==> src/sv/fxa_pkg.sv <==
`timescale 1ns / 1ps
// Shared types and codes for the Q24.8 fixed-point ALU.
// No dependencies.
package fxa_pkg;

  localparam logic [3:0] OP_ADD      = 4'd0;
  localparam logic [3:0] OP_SUB      = 4'd1;
  localparam logic [3:0] OP_MUL      = 4'd2;
  localparam logic [3:0] OP_DIV      = 4'd3;
  localparam logic [3:0] OP_GT       = 4'd4;
  localparam logic [3:0] OP_LT       = 4'd5;
  localparam logic [3:0] OP_GE       = 4'd6;
  localparam logic [3:0] OP_LE       = 4'd7;
  localparam logic [3:0] OP_EQ       = 4'd8;
  localparam logic [3:0] OP_NE       = 4'd9;
  localparam logic [3:0] OP_INC      = 4'd10;
  localparam logic [3:0] OP_DEC      = 4'd11;
  localparam logic [3:0] OP_TO_INT   = 4'd12;
  localparam logic [3:0] OP_FROM_INT = 4'd13;

  // Work class of a queued transaction
  localparam logic [1:0] KIND_SIMPLE = 2'd0;
  localparam logic [1:0] KIND_MUL    = 2'd1;
  localparam logic [1:0] KIND_DIV    = 2'd2;

  typedef struct packed {
    logic [1:0]         kind;
    logic [31:0]        word;
    logic               cmp;
    logic               dz;
    logic signed [31:0] a;
    logic signed [31:0] b;
  } item_t;

endpackage

==> src/sv/fxa_queue.sv <==
`timescale 1ns / 1ps
// Small FIFO between front and back end, head visible without a read cycle.
// Depends on fxa_pkg.
module fxa_queue #(
  parameter int DEPTH = 4
) (
  input  logic           clk,
  input  logic           rst,
  input  logic           push,
  input  fxa_pkg::item_t push_item,
  input  logic           pop,
  output logic           full,
  output logic           not_empty,
  output fxa_pkg::item_t head
);

  localparam int PW = (DEPTH > 1) ? $clog2(DEPTH) : 1;
  localparam int CW = $clog2(DEPTH + 1);

  fxa_pkg::item_t slots [0:DEPTH-1];
  logic [PW-1:0]  wr_ptr;
  logic [PW-1:0]  rd_ptr;
  logic [CW-1:0]  count;

  assign full      = (count == CW'(DEPTH));
  assign not_empty = (count != '0);
  assign head      = slots[rd_ptr];

  always_ff @(posedge clk) begin
    if (push) begin
      slots[wr_ptr] <= push_item;
    end
  end

  always_ff @(posedge clk) begin
    if (rst) begin
      wr_ptr <= '0;
      rd_ptr <= '0;
      count  <= '0;
    end else begin
      if (push) begin
        wr_ptr <= (wr_ptr == PW'(DEPTH - 1)) ? '0 : wr_ptr + 1'b1;
      end
      if (pop) begin
        rd_ptr <= (rd_ptr == PW'(DEPTH - 1)) ? '0 : rd_ptr + 1'b1;
      end
      if (push && !pop) begin
        count <= count + 1'b1;
      end else if (pop && !push) begin
        count <= count - 1'b1;
      end
    end
  end

endmodule

==> config.mk <==
export PLATFORM = sky130hd
export DESIGN_NAME = fxa_queue
export DESIGN_NICKNAME = d
export VERILOG_FILES = /design/src/sv/fxa_pkg.sv /design/src/sv/fxa_queue.sv
export SDC_FILE = /design/constraint.sdc
export NUM_CORES = 1
export LEC_CHECK = 0
export BUFFER_PORTS_ARGS = -buffer_cell sky130_fd_sc_hd__buf_4
export CAP_MARGIN = 20
export CORE_UTILIZATION = 61
export DETAILED_ROUTE_END_ITERATION = 16
export PLACE_DENSITY = 0.84
export SYNTH_ARGS = -nofsm -noshare
export SYNTH_HDL_FRONTEND = slang
export SYNTH_SLANG_ARGS = --single-unit
==> constraint.sdc <==
create_clock -name clk -period 5.84 [get_ports clk]
set_input_delay 1.46 -clock clk [delete_from_list [all_inputs] [get_ports clk]]
set_output_delay 1.46 -clock clk [all_outputs]
set_load 0.005 [all_outputs]
### Yosys cells after proc, flatten, opt, wreduce, memory -nomap -nowiden

Memory sizes are Yosys's and may differ from the RTL's. A register that Yosys moved wholly into a read port is not among the register bits.
Index checks and enable logic that the tools add are counted.

| word-level totals | value |
|---|---|
| memories kept | 1 |
| register bits after elaboration | 7 |
| input bits | 104 |
| word-level logic and storage cells | 25 |
| output and inout bits | 102 |
| memory bits (writable) | 400 |

Memory list:

| memory | depth | bits a word | rd ports | clocked after Yosys merged registers in | write ports | RTL line | RTL |
|---|---|---|---|---|---|---|---|
| slots | 4 | 100 | 1 | 1 | 1 | fxa_queue.sv:20 | `fxa_pkg::item_t slots [0:DEPTH-1];` |

| cells by class | value |
|---|---|
| multiplexer cells | 8 |
| reduce and logical (&&, ||, !) cells | 6 |
| eq/ne operators | 3 |
| $add $sub $neg | 4 |

Operators by type and width:

| cell | number |
|---|---|
| 2-bit two-way mux | 4 |
| 3-bit two-way mux | 2 |
| 2-bit by 1-bit adder with 2-bit output, second input constant | 2 |
| 2-bit equality test, second input constant | 2 |
| 3-bit by 1-bit adder with 3-bit output, second input constant | 1 |
| 3-bit equality test, second input constant | 1 |
| 3-bit nonzero test | 1 |
| 3-bit by 1-bit subtractor with 3-bit output, second input constant | 1 |
| 1-bit logical AND | 2 |
| 1-bit zero test | 2 |
| 1-bit two-way mux | 2 |
| 2-bit nonzero test | 1 |

### Logic depth before layout (Yosys ltp)

| logic depth | value |
|---|---|
| depth after elaboration | 4 |
| gate-level depth with buffers | 7 |
| depth with buffers taken out | 7 |

### Worst setup path after synthesis

OpenSTA, ideal clock, no wires.

| path | value |
|---|---|
| path kind | input-to-reg |
| from | input push |
| to | memory slots[0][0] (netlist bit), enable pin |
| arrival | 3.769 ns |
| setup time | 0.470 ns |
| slack | 1.601 ns |
| buffers on the path | 0 |
| required time | 5.370 ns |
| stages on the path | 1 |
| cell sequence | and2_1 |

| on the way | value |
|---|---|
| cells in the longest elaborated chain, start to end | 2 |

RTL lines:

| element | RTL line | RTL |
|---|---|---|
| from (decl) | fxa_queue.sv:9 | `input logic push,` |
| 1-bit two-way mux | fxa_queue.sv:30 | `if (push) begin` |
| 1-bit two-way mux (implied by the code) | fxa_queue.sv:31 | `slots[wr_ptr] <= push_item;` |
| to (decl) | fxa_queue.sv:20 |  |

No other way between the ends.

==> key figures <==
Status
  – Run status: finished, final reports clean

Synth
  – Unique masters post-synth: 18
  – Synth Instances: 566
  – Top-area cell type share of the netlist area: 80.2%
  – Leading area contributor after synthesis: edfxtp_1
  – Syn Nets: 677
  – Synth warn: 0
  – Mapped cell area: 15000 um^2
  – Top cells by area, synth: edfxtp_1 80%, mux4_2 15%, buf_12 1.3%
  – Syn Area/Cell: 26.4 um^2
  – Register area share after synthesis: 81.4%
  – Yosys reg bits: 409

Drt
  – Wire per inst: 24.5 um
  – DR pass1 iterations: 7
  – Top routing layer in use: met4
  – Post-detailed-route DRC marker count: 0
  – DRT iter0 DRCs: 542
  – Vias: 6721
  – Met1 wire length: 10700 um
  – Vias per cell: 5.88
  – Wire length on met3: 2530 um
  – Metal2 WL: 14300 um
  – Final wirelength: 28000 um
  – Antenna viol nets, final: 0

Critical path
  – Register-to-register setup slack: 3.41 ns
  – Capturing point of the worst reg2reg path: slots[1][42]
  – Setup CP Type: register to primary output
  – Req. time, crit path: 4.38 ns
  – FF-to-FF Start: wr_ptr[1]
  – Worst setup SP type: register
  – WP data arrival: 2.79 ns
  – CP Max Fanout: 73
  – Setup crit end kind: primary output
  – Worst reg-to-reg path cell count: 4

Finish
  – NumNets Final: 908
  – Area Growth Syn to Fin: 20.5%
  – Fillers: 1215
  – Post-layout util: 75.9%
  – Register area: 12200 um^2
  – Share of layout cells above drive strength 1: 44.8%
  – Multi-input gate area: 2510 um^2

Die
  – Core area: 23800 um^2
  – Initial Utilization: 63.0%
  – Rows: 56
  – Die X: 159 um
  – DIE AREA: 25200 um^2
  – Die Ht: 159 um
  – Top Ports: 206

Timing
  – Final setup viols: 0
  – Slew headroom: 26.7%
  – Min cycle time layout: 4.25 ns
  – Slew @ Worst Pin: 1.10 ns
  – Period utilisation layout: 72.7%
  – Final Hold Viols: 0
  – Pins over their slew limit: 0
  – Hold WS: 0.512 ns
  – Max Clock Freq: 235 MHz
  – Clk_skew: 0.0173 ns
  – RSZ-0062 raised after global routing: false
  – Setup TNS: 0 ns

Clock tree
  – Clk_lat worst skew: 0.52 ns
  – CTS Buf Count: 38
  – Hold-fix buffers, CTS: 0
  – Post_cts resized: 0
  – Bufs on Longest Clock Path: 3
  – Htree depth: 2
  – Clock Sinks: 409
  – CTS tree: built
  – Root buffer selected by CTS: clkbuf_16
  – Post-CTS setup repair buffer count: 0
  – Clock transition at path regs: 0.05 ns

Global route
  – Largest net degree at the start of global routing: 74
  – Global route total overflow: 0
  – Global-route wire length before repair: 40900 um
  – Initial antenna violation count: 1
  – GR Util All Layers: 22.7%
  – Number of global-route vias before repair: 7041

Power
  – Leakage power: 6.09 nW
  – Pwr Density: 357 nW/um^2
  – Pwr Total: 6.45 mW
  – Max VDD drop: 0.293 mV

Worst hold path
  – Hold Crit Start: count[2]
  – Hold path cells: 2
  – Worst Hold End: count[2]
  – Min-delay worst type: register to register

Place
  – DPL Wire Length: 16400 um
  – Port bufs: 205
  – Gp weighted congestion: 0.717

Job
  – Maxcap violations: 0
[cell usage in the layout, fill, tap and decap left out, types with 5 or more instances in the layout]
cell / n
dfxtp_1: 7
edfxtp_1: 400
ha_1: 6
clkbuf_16: 41
clkinv_1: 11
mux4_2: 100
bufinv_16: 5
buf_4: 210
clkbuf_1: 6
nor2_1: 7
[worst max-delay path, stage by stage, from the launching register on]
cell and delay [ns]:
dfxtp_4 0.99, buf_4 0.53, mux4_2 0.43, buf_4 0.16
[cells in the mapped netlist]
| cell type | number |
|---|---|
| edfxtp_1 | 400 |
| mux4_2 | 100 |
| buf_12 | 10 |
| buf_2 | 10 |
| dfxtp_1 | 9 |
| nor2_1 | 7 |
| ha_1 | 6 |
| and2_1 | 4 |
| inv_1 | 4 |
| mux2i_1 | 4 |
| a21oi_1 | 2 |
| nor3b_1 | 2 |
| or3_1 | 2 |
| xor2_1 | 2 |
| buf_1 | 1 |
| buf_6 | 1 |
| fa_1 | 1 |
| o21ai_0 | 1 |
[how the worst max path moves through the flow]
stage / to / slack, ns / cells after the start
5_1_grt: head[33] / 1.50 / 3
3_3_place_gp: head[45] / 2.18 / 3
6_report: head[47] / 1.59 / 3
4_1_cts: head[33] / 1.59 / 3
2_1_floorplan: slots[0][0] / 1.60 / 1
3_5_place_dp: head[45] / 2.16 / 3
[cells by family (layout without fill, tap and decap cells)]
kind of cell	after synthesis	in the layout	share of synthesized area (%)
flops	409	409	81.4
mux	104	104	15.3
buf+inv	26	284	1.87
simple gates	15	15	0.526
fa+ha+maj	7	7	0.635
compound gates	3	3	0.100
xor+xnor	2	2	0.117
other cells	0	1	0
[metrics by stage]
stage / setup slack [ns] / cell area (um^2) / std cells
6_report: 1.59 / 18000 / 1144
5_1_grt: 1.50 / 18000 / 1143
4_1_cts: 1.59 / 18000 / 1143
3_5_place_dp: 2.16 / 16800 / 1076
3_3_place_gp: 2.18 / 16700 / 1074
2_1_floorplan: 1.60 / 15000 / 566
[power by group]
| group | total, mW | internal, mW | switching (mW) | leakage (nW) |
|---|---|---|---|---|
| logic | 0.549 | 0.305 | 0.243 | 1.73 |
| registers | 3.43 | 3.36 | 0.0609 | 3.75 |
| clock network | 2.47 | 1.49 | 0.982 | 0.612 |
[state kept, by name, summed over array words and instances, names as in the netlist, named ones only]
register / flops
slots: 400
count: 3
rd_ptr: 2
wr_ptr: 2
[cell type report]
| class | count | share of cell area [%] |
|---|---|---|
| Timing Repair Buffer | 213 | 9.16 |
| Clock inverter | 20 | 1.19 |
| Tap cell | 319 | 2.21 |
| Multi-Input combinational cell | 131 | 13.9 |
| Sequential cell | 409 | 67.6 |
| Antenna cell | 1 | 0.0139 |
| Inverter | 4 | 0.0832 |
| Clock buffer | 47 | 5.81 |
[per-layer routing]
layer | GRT usage, % | up-vias
met3 | 7.00 | 39
met1 | 29.6 | 3493
met2 | 37.5 | 296
li1 | - | 2893
met5 | 0 | -
met4 | 6.14 | 0
No activity file was read; power rests on OpenSTA's default activity.
