==> config.mk <==
export PLATFORM = sky130hd
export DESIGN_NAME = fxa_front_flat
export DESIGN_NICKNAME = d
export VERILOG_FILES = /design/src/sv/fxa_pkg.sv /design/src/sv/fxa_if.sv /design/src/sv/fxa_front.sv /design/src/flat_wrapper.sv
export SDC_FILE = /design/constraint.sdc
export NUM_CORES = 1
export LEC_CHECK = 0
export ABC_AREA = 1
export BUFFER_PORTS_ARGS = -buffer_cell sky130_fd_sc_hd__buf_2
export CAP_MARGIN = 20
export CORE_MARGIN = 10
export CORE_UTILIZATION = 45
export DETAILED_ROUTE_END_ITERATION = 10
export PLACE_DENSITY = 0.67
export SLEW_MARGIN = 5
export SYNTH_ARGS = -nofsm -noshare
export SYNTH_HDL_FRONTEND = slang
export SYNTH_SLANG_ARGS = --single-unit
==> constraint.sdc <==
create_clock -name vclk -period 6
set_clock_uncertainty 0.2 [all_clocks]
set_input_delay 0.6 -clock vclk [all_inputs]
set_output_delay 0.6 -clock vclk [all_outputs]
set_load 0.05 [all_outputs]
==> src/sv/fxa_pkg.sv <==
`timescale 1ns / 1ps
// Shared types and codes for the Q24.8 fixed-point ALU.
// No dependencies.
package fxa_pkg;

  localparam logic [3:0] OP_ADD      = 4'd0;
  localparam logic [3:0] OP_SUB      = 4'd1;
  localparam logic [3:0] OP_MUL      = 4'd2;
  localparam logic [3:0] OP_DIV      = 4'd3;
  localparam logic [3:0] OP_GT       = 4'd4;
  localparam logic [3:0] OP_LT       = 4'd5;
  localparam logic [3:0] OP_GE       = 4'd6;
  localparam logic [3:0] OP_LE       = 4'd7;
  localparam logic [3:0] OP_EQ       = 4'd8;
  localparam logic [3:0] OP_NE       = 4'd9;
  localparam logic [3:0] OP_INC      = 4'd10;
  localparam logic [3:0] OP_DEC      = 4'd11;
  localparam logic [3:0] OP_TO_INT   = 4'd12;
  localparam logic [3:0] OP_FROM_INT = 4'd13;

  // Work class of a queued transaction
  localparam logic [1:0] KIND_SIMPLE = 2'd0;
  localparam logic [1:0] KIND_MUL    = 2'd1;
  localparam logic [1:0] KIND_DIV    = 2'd2;

  typedef struct packed {
    logic [1:0]         kind;
    logic [31:0]        word;
    logic               cmp;
    logic               dz;
    logic signed [31:0] a;
    logic signed [31:0] b;
  } item_t;

endpackage

==> src/sv/fxa_if.sv <==
`timescale 1ns / 1ps
// Valid/ready channel interfaces for the fixed-point ALU.
// No dependencies.
interface fxa_req_if;
  logic               valid;
  logic               ready;
  logic [3:0]         opcode;
  logic signed [31:0] operand_a;
  logic signed [31:0] operand_b;
  modport source (output valid, opcode, operand_a, operand_b, input ready);
  modport sink (input valid, opcode, operand_a, operand_b, output ready);
endinterface


==> src/sv/fxa_front.sv <==
`timescale 1ns / 1ps
// Front end: accepts requests, classifies them and settles the simple ops combinationally.
// Depends on fxa_pkg and fxa_req_if.
module fxa_front #(
  parameter int FRAC_BITS = 8
) (
  fxa_req_if.sink       req,
  input  logic          full,
  output logic          push,
  output fxa_pkg::item_t push_item
);

  logic signed [31:0] a;
  logic signed [31:0] b;
  logic signed [31:0] bias;

  assign a = req.operand_a;
  assign b = req.operand_b;
  assign req.ready = !full;
  assign push = req.valid && !full;
  // truncation toward zero for negative values
  assign bias = a[31] ? 32'sd1 <<< FRAC_BITS : 32'sd1;

  always_comb begin
    push_item      = '0;
    push_item.a    = a;
    push_item.b    = b;
    push_item.kind = fxa_pkg::KIND_SIMPLE;
    case (req.opcode)
      fxa_pkg::OP_ADD:      push_item.word = a + b;
      fxa_pkg::OP_SUB:      push_item.word = a - b;
      fxa_pkg::OP_MUL:      push_item.kind = fxa_pkg::KIND_MUL;
      fxa_pkg::OP_DIV: begin
        push_item.kind = fxa_pkg::KIND_DIV;
        push_item.dz   = (b == 32'sd0);
      end
      fxa_pkg::OP_GT:       push_item.cmp = a > b;
      fxa_pkg::OP_LT:       push_item.cmp = a < b;
      fxa_pkg::OP_GE:       push_item.cmp = a >= b;
      fxa_pkg::OP_LE:       push_item.cmp = a <= b;
      fxa_pkg::OP_EQ:       push_item.cmp = a == b;
      fxa_pkg::OP_NE:       push_item.cmp = a != b;
      fxa_pkg::OP_INC:      push_item.word = a + 32'sd1;
      fxa_pkg::OP_DEC:      push_item.word = a - 32'sd1;
      fxa_pkg::OP_TO_INT:   push_item.word = (a + bias - 32'sd1) >>> FRAC_BITS;
      fxa_pkg::OP_FROM_INT: push_item.word = a <<< FRAC_BITS;
      default:              push_item.word = '0;
    endcase
  end

endmodule

==> src/flat_wrapper.sv <==
// flat-port wrapper written by rule: the top's interface ports become plain ports
module fxa_front_flat 
#(
  parameter int FRAC_BITS = 8
)
  (full, push, push_item, req_valid, req_opcode, req_operand_a, req_operand_b, req_ready);
  fxa_req_if req_i ();
  input  logic full;
  output logic push;
  output fxa_pkg::item_t push_item;
  input wire logic [$bits(req_i.valid)-1:0] req_valid;
  input wire logic [$bits(req_i.opcode)-1:0] req_opcode;
  input wire logic [$bits(req_i.operand_a)-1:0] req_operand_a;
  input wire logic [$bits(req_i.operand_b)-1:0] req_operand_b;
  output wire logic [$bits(req_i.ready)-1:0] req_ready;
  assign req_i.valid = req_valid;
  assign req_i.opcode = req_opcode;
  assign req_i.operand_a = req_operand_a;
  assign req_i.operand_b = req_operand_b;
  assign req_ready = req_i.ready;
  fxa_front #(.FRAC_BITS(FRAC_BITS)) u_core (.req(req_i), .full(full), .push(push), .push_item(push_item));
endmodule
# [Word-level counts from Yosys, hierarchy flattened]
# Index checks and enable logic that the tools add are counted.
[totals] reg_bits=0 inputBits=70 out_inout_bits=102
[op_classes] n_addsub=6 n_lt_le_gt_ge=4 n_eq_ne=15 muxes=5 n_reduce_logical=4
[ops] operator="32-bit case mux with 6 select lines" n=1
[ops] operator="32-bit adder" n=2
[ops] operator="32-bit by 2-bit subtractor with 32-bit output, second input constant" n=2
[ops] operator="32-bit by 2-bit adder with 32-bit output, second input constant" n=1
[ops] operator="32-bit == test" n=1
[ops] operator="32-bit greater-or-equal comparator" n=1
[ops] operator="32-bit > comparator" n=1
[ops] operator="32-bit <= comparator" n=1
[ops] operator="32-bit logical NOT" n=1
[ops] operator="32-bit < comparator" n=1
[ops] operator="32-bit != test" n=1
[ops] operator="32-bit subtractor" n=1
[ops] operator="4-bit == test, second input constant" n=6
[ops] operator="4-bit by 3-bit == test with 1-bit output, second input constant" n=4
[ops] operator="9-bit two-way mux" n=1
[ops] operator="4-bit by 2-bit == test with 1-bit output, second input constant" n=2
[ops] operator="1-bit case mux with 6 select lines" n=1
[ops] operator="4-bit by 1-bit == test with 1-bit output, second input constant" n=1
[ops] operator="4-bit logical NOT" n=1
[ops] operator="2-bit case mux with 2 select lines" n=1
[ops] operator="1-bit logical AND" n=1
[ops] operator="1-bit logical NOT" n=1
[ops] operator="1-bit two-way mux" n=1

# [Depth between registers and ports, before layout]
# Gate-level depths: netlist of run 1.
[logic_depth] word_depth=4 mapped_depth=23 depth_no_buf=23

# [Least setup slack after synthesis of run 1]
# OpenSTA, ideal clock, no wires.
[synth_timing] kind="input port to output port" start="in req_operand_b[1]" end="out push_item[97] (netlist name)" t_arrival_ps=3372 required_ps=5200 path_slack_ps=1828 stages=22 cell_sequence="inv_1 ha_1 nand2_2 nor3_4 nand2_2 clkinv_2 nand4_4 nor2_4 nand2_1 xor2_1 nand2_1 nand2_1 ha_1 nand2_1 nor3_1 nand2_1 nor3_1 nand2_1 nand3_1 nand3_1 nand3_1 nand3_1"
[synth_rtl] item="start, declared" line_no="flat_wrapper.sv:14" rtl="input wire logic [$bits(req_i.operand_b)-1:0] req_operand_b;"
[synth_rtl] item="end, declared" line_no="flat_wrapper.sv:10" rtl="output fxa_pkg::item_t push_item;"

==> impl_metrics.json, run 1 <==
{
  "status": "complete, no violations",
  "nets": 1939,
  "synth_top_area_cell": "nand2_1",
  "seq_area_um2": 0,
  "ys_seq_area_share_pct": 0,
  "fin_crit_ns": 4.88,
  "synth_area_leaders": "nand2_1, ha_1, inv_1",
  "fmax_mhz": 205,
  "maxSlewViolCount": 0,
  "crit_path_max_fanout": 6,
  "grt_pass1_vias": 10500,
  "routed-via-count": 11100,
  "synth_cell_type_count": 45,
  "setup_tns_ns": 0,
  "grt_overflow": 0,
  "start_util_pct": 45.5,
  "drive_gt1_share_pct": 12.7,
  "drtIter0Drc": 987,
  "via_per_inst": 5.56,
  "yosysWarnings": 0,
  "io_pins": 172,
  "grt_pass1_wl_um": 54400,
  "p_leak_nw": 5.02,
  "cp_data_arrival_time_ns": 4.08,
  "nFillCells": 2149,
  "rsz0062_at_grt": "false",
  "antenna_found_initial": 1,
  "tightest_slew_ns": 0.719,
  "cellPowerDensity_mw_per_mm2": 118,
  "synth_top_cell_area_share_pct": 21.4,
  "drt_wl_total_um": 35600,
  "antennaDiodeCount": 0,
  "placed_cells": 2005,
  "core_area_mm2": 0.0186,
  "finalCritPeriodShare_pct": 81.4,
  "hold_viol": 0,
  "die_w_um": 157,
  "postSynthCellCount": 1670,
  "grt_max_degree": 25,
  "seq_cell_count": 0,
  "critPathKind": "primary input to primary output",
  "final.clkbuf_count": 0,
  "rows": 50,
  "crit_required_ns": 5.20,
  "holdBufCountCts": 0,
  "avgSynthCellArea_um2": 5.06,
  "utilization_pct": 49.0,
  "synth_area_mm2": 0.00845,
  "die_h_um": 157,
  "instances_no_fill": 2005,
  "multi_input_area_mm2": 0.00699,
  "min_path_type": "primary input to primary output",
  "wl_per_cell_um": 17.8,
  "setup_viol": 0,
  "postCtsSetupRepairBufs": 0,
  "dpl.hpwl_um": 30800,
  "ant_nets": 0,
  "slew_headroom_pct": 52.1,
  "drv_cap": 0,
  "syn-num-nets": 1836,
  "grt_usage_pct": 27.4,
  "area_growth_pct": 7.86,
  "startpoint_type": "primary input",
  "final_common_cell": "nand2_1",
  "die_area_mm2": 0.0247,
  "gp_congestion": 1.03,
  "portBuffers": 172,
  "ir_worst_vdd_mv": 0.0618,
  "drc": 0,
  "end_kind": "primary output",
  "dr.pass1.iters": 8,
  "mostFrequentLayoutCells": "nand2_1, inv_1, nor2_1",
  "cts_resized": 0
}
power breakdown:
part	internal (mW)	switching, mW
clock	0	0
combinational	0.305	0.769
sequential	0	0
cell usage after synthesis (4+ instances only):
library cell	instances
ha_1	94
nand3_1	125
a21boi_0	7
inv_1	239
buf_4	64
nor3_1	24
buf_2	4
o221ai_1	4
or2_2	12
nor4_1	4
o21ai_0	115
o21a_1	5
nand3b_1	23
xnor2_1	7
xor2_1	9
nand4_1	23
nor2_2	7
o21bai_1	10
a21o_1	6
nand2_2	11
nor2_1	211
o21ai_1	10
clkbuf_1	8
nand2_1	481
a21oi_1	135
per-layer routing:
metal	GRT usage, %	share of wire (%)	vias up
met5	0	0.048	-
met3	2.35	7.5	61
met4	7.08	2.7	2
met2	48.7	48	445
li1	-	-	5603
met1	34.8	42	5033
cell families after synthesis:
kind of cell	after synthesis	share of synthesized area [%]
fa+ha+maj	96	14.4
xor+xnor	16	1.66
compound gates	300	19.0
simple gates	936	47.7
buf+inv	322	17.2
per-stage QoR:
stage	total power, mW	worst slack [ns]	hold slack (ns)	instance area (µm²)
floorplan	0.790	1.83	1.17	8450
global placement	1.04	1.25	1.31	9110
detailed placement	1.05	1.26	1.31	9110
CTS	1.05	1.25	1.31	9110
global route	1.18	0.853	1.32	9110
finish	1.07	1.12	1.31	9110
cell type report:
type                            count  area share (%)
Timing Repair Buffer              178            9.94
Tap cell                          234            3.21
Inverter                          245            10.1
Multi-Input combinational cell   1348            76.7
worst paths after layout:
check | cells after the start | slack (ns) | end | startpoint
worst max-delay path | 19 | 1.12 | push_item[93] | req_operand_b[19]
worst min-delay path | 2 | 1.31 | push_item[2] | req_operand_b[2]
worst max-delay path, cell delays in order:
cell and delay (ns):
buf_2 0.14, nor2_1 0.31, nand2_1 0.15, nor4_1 0.45, nand4_1 0.28, o21ai_0 0.23
a21o_1 0.11, nand2_1 0.07, ha_1 0.38, nand2_1 0.11, nor2_1 0.13, inv_1 0.08
nor2_1 0.15, a21boi_0 0.24, nor2_1 0.09, nand3_1 0.08, nand3_1 0.08, nand4_1 0.10
buf_2 0.27
Power figures use the tool's default switching activity.
==> run 2: changes to the inputs <==
ABC_AREA = 0   (was 1)
PLACE_DENSITY = 0.69   (was 0.67)
clock period = 4.5 ns   (was 6 ns; I/O delays follow)
==> impl_metrics.json, run 2 <==
{
  "status": "complete, but fails checks",
  "failed_checks": "negative setup slack",
  "finalPower_mw": 1.71,
  "postSynthCellCount": 1054,
  "synth_cell_type_count": 67,
  "p_leak_nw": 4.66,
  "end_kind": "primary output",
  "crit_path_max_incr_delay_ns": 0.43,
  "crit_path_max_fanout": 3,
  "slew_headroom_pct": 38.0,
  "crit_cells": 22,
  "fmax_mhz": 187,
  "core_area_mm2": 0.0153,
  "placed_cells": 1488,
  "area_growth_pct": 36.1,
  "clockPowerShare_pct": 0,
  "start_util_pct": 45.9,
  "maxSlewViolCount": 0,
  "synth_fa_ha_area_share_pct": 17.4,
  "path_cells": "buf_8 > inv_4 > ha_4 > nand2b_4 > nor3_4 > nand3_2 > or3_4 > nand2b_4 > or4_4 > xnor2_2 > a21oi_2 > ha_1 > a21o_1 > a31oi_4 > o211ai_1 > a211o_1 > a311o_1 > a31oi_2 > o211ai_1 > xnor2_1 > o221ai_4 > buf_6",
  "cellPowerDensity_mw_per_mm2": 180,
  "ir_worst_vdd_mv": 0.0766,
  "cp_data_arrival_time_ns": 4.69,
  "tightest_slew_ns": 0.927,
  "grt_pass1_vias": 8296,
  "synth_top_cell_area_share_pct": 16.8,
  "utilization_pct": 62.5,
  "whs_ns": 1.00,
  "setup_ws_ns": -0.840,
  "rows": 45,
  "dr.pass1.iters": 6,
  "synth_area_mm2": 0.00701,
  "mostFrequentLayoutCells": "buf_4, buf_2, a21oi_1",
  "drc": 0,
  "yosysMostFrequentCell": "a21oi_1",
  "die_w_um": 145,
  "rsz0062_at_grt": "true",
  "top_usage_layer": "met2",
  "path_buf_inv": 3,
  "io_pins": 172,
  "die_area_mm2": 0.0210,
  "syn-num-nets": 1220,
  "synth_top_area_cell": "ha_1",
  "drt_wl_total_um": 29300,
  "dpl.hpwl_um": 24200,
  "critPathKind": "primary input to primary output",
  "cp-endpoint": "push_item[95]",
  "synth_common_cells": "a21oi_1, ha_1, inv_1, nand2_1",
  "nets": 1459,
  "drtIter0Drc": 754,
  "power_frac_seq_pct": 0,
  "finalCritPeriodShare_pct": 119,
  "portBuffers": 172,
  "drive_gt1_share_pct": 34.0,
  "final.clkbuf_count": 0,
  "hold_viol": 0,
  "muxShareOfSynthArea_pct": 1.89,
  "ys_seq_area_share_pct": 0,
  "grt_max_degree": 25,
  "wl_per_cell_um": 19.5,
  "seq_cell_count": 0,
  "met2_usage_pct": 41.2,
  "whs_path_depth": 2,
  "gp_congestion": 1.01,
  "drv_cap": 0,
  "setup_viol": 13,
  "use_met1_pct": 37.5,
  "pwr-share-comb_pct": 100.0,
  "routed-via-count": 8836,
  "synth_xor_area_share_pct": 12.0,
  "met3_usage_pct": 4.79,
  "synth_top_family_by_area": "compound AO/OA/AOI/OAI gates",
  "seq_area_um2": 0,
  "antennaDiodeCount": 0,
  "grt_overflow": 0,
  "pre_cts_slack_ns": -1.12,
  "antenna_found_initial": 0,
  "switching_share_pct": 60.7,
  "p_switching_mw": 1.04,
  "avgSynthCellArea_um2": 6.65,
  "die_h_um": 145,
  "crit_family": "compound AO/OA/AOI/OAI gates",
  "yosysWarnings": 0,
  "grt_usage_pct": 26.4,
  "fin_crit_ns": 5.34,
  "startpoint": "req_operand_b[0]",
  "holdBufCountCts": 0,
  "crit_required_ns": 3.85,
  "synth_compound_area_share_pct": 32.6,
  "critPathSlowestCell": "or4_4",
  "instances_no_fill": 1502,
  "internal_power_uw": 674,
  "final_common_cell": "buf_4",
  "synthSimpleGateAreaFrac_pct": 22.4,
  "ant_nets": 0,
  "grt_pass1_wl_um": 44500,
  "startpoint_type": "primary input",
  "via_per_inst": 5.88,
  "synth_area_leaders": "ha_1, xnor2_1, a21oi_1",
  "min_path_type": "primary input to primary output"
}
run 2: cell count changes in the layout (fill, tap and decap cells not counted), sizes merged, moves of 17 or more:
cell | previous run | this run
inv | 242 | 86
a21oi | 135 | 114
a21o | 6 | 39
a31oi | 0 | 17
o21ai | 127 | 58
nor2 | 220 | 68
xnor2 | 7 | 68
nand3 | 127 | 21
nand3b | 23 | 3
nand2 | 492 | 77
xor2 | 9 | 28
buf | 178 | 342
run 2: routing by layer:
layer	share of wire [%]	vias up
li1	-	4297
met3	11	34
met5	0	-
met4	1.7	0
met1	44	4081
met2	44	424
run 2: cell type report:
class	instances	area (µm²)
fillers	1443	5720
inverters	86	344
multi-input cells	862	6600
well taps	211	264
repair buffers	343	2330
run 2: through the flow:
step | instance area [µm²] | TNS [ns]
detailed placement | 8960 | -10.14
CTS | 9260 | -5.75
floorplan | 7280 | -4.38
finish | 9540 | -6.42
global route | 9540 | -8.63
global placement | 8960 | -9.50
run 2: power by group through the flow:
stage / clock (mW) / sequential (mW) / combinational [mW]
6_report: 0 / 0 / 1.71
5_1_grt: 0 / 0 / 1.83
4_1_cts: 0 / 0 / 1.64
3_5_place_dp: 0 / 0 / 1.57
3_3_place_gp: 0 / 0 / 1.56
2_1_floorplan: 0 / 0 / 1.08
run 2: logic make-up (layout without fill, tap and decap cells):
kind of cell	count (synthesis)	count (layout)
AOI/OAI and AO/OA	350	350
xor gates and xnor gates	96	96
adders and majority gates	96	96
buffers and inverters	192	429
muxes	13	13
and+or+nand+nor	307	307
run 2: how the worst min path moves through the flow:
stage,start,end
3_3_place_gp,req_operand_b[31],push_item[31]
2_1_floorplan,req_operand_b[0],push_item[0]
4_1_cts,req_operand_b[31],push_item[31]
5_1_grt,req_operand_b[31],push_item[31]
3_5_place_dp,req_operand_b[31],push_item[31]
6_report,req_operand_b[31],push_item[31]
run 2: what timing repair did:
action | CTS | global route
gates resized for setup | 63 | 58
buffers inserted | 5 | 12
endpoints found under the setup margin | 19 | 22
pin swaps | 40 | 44
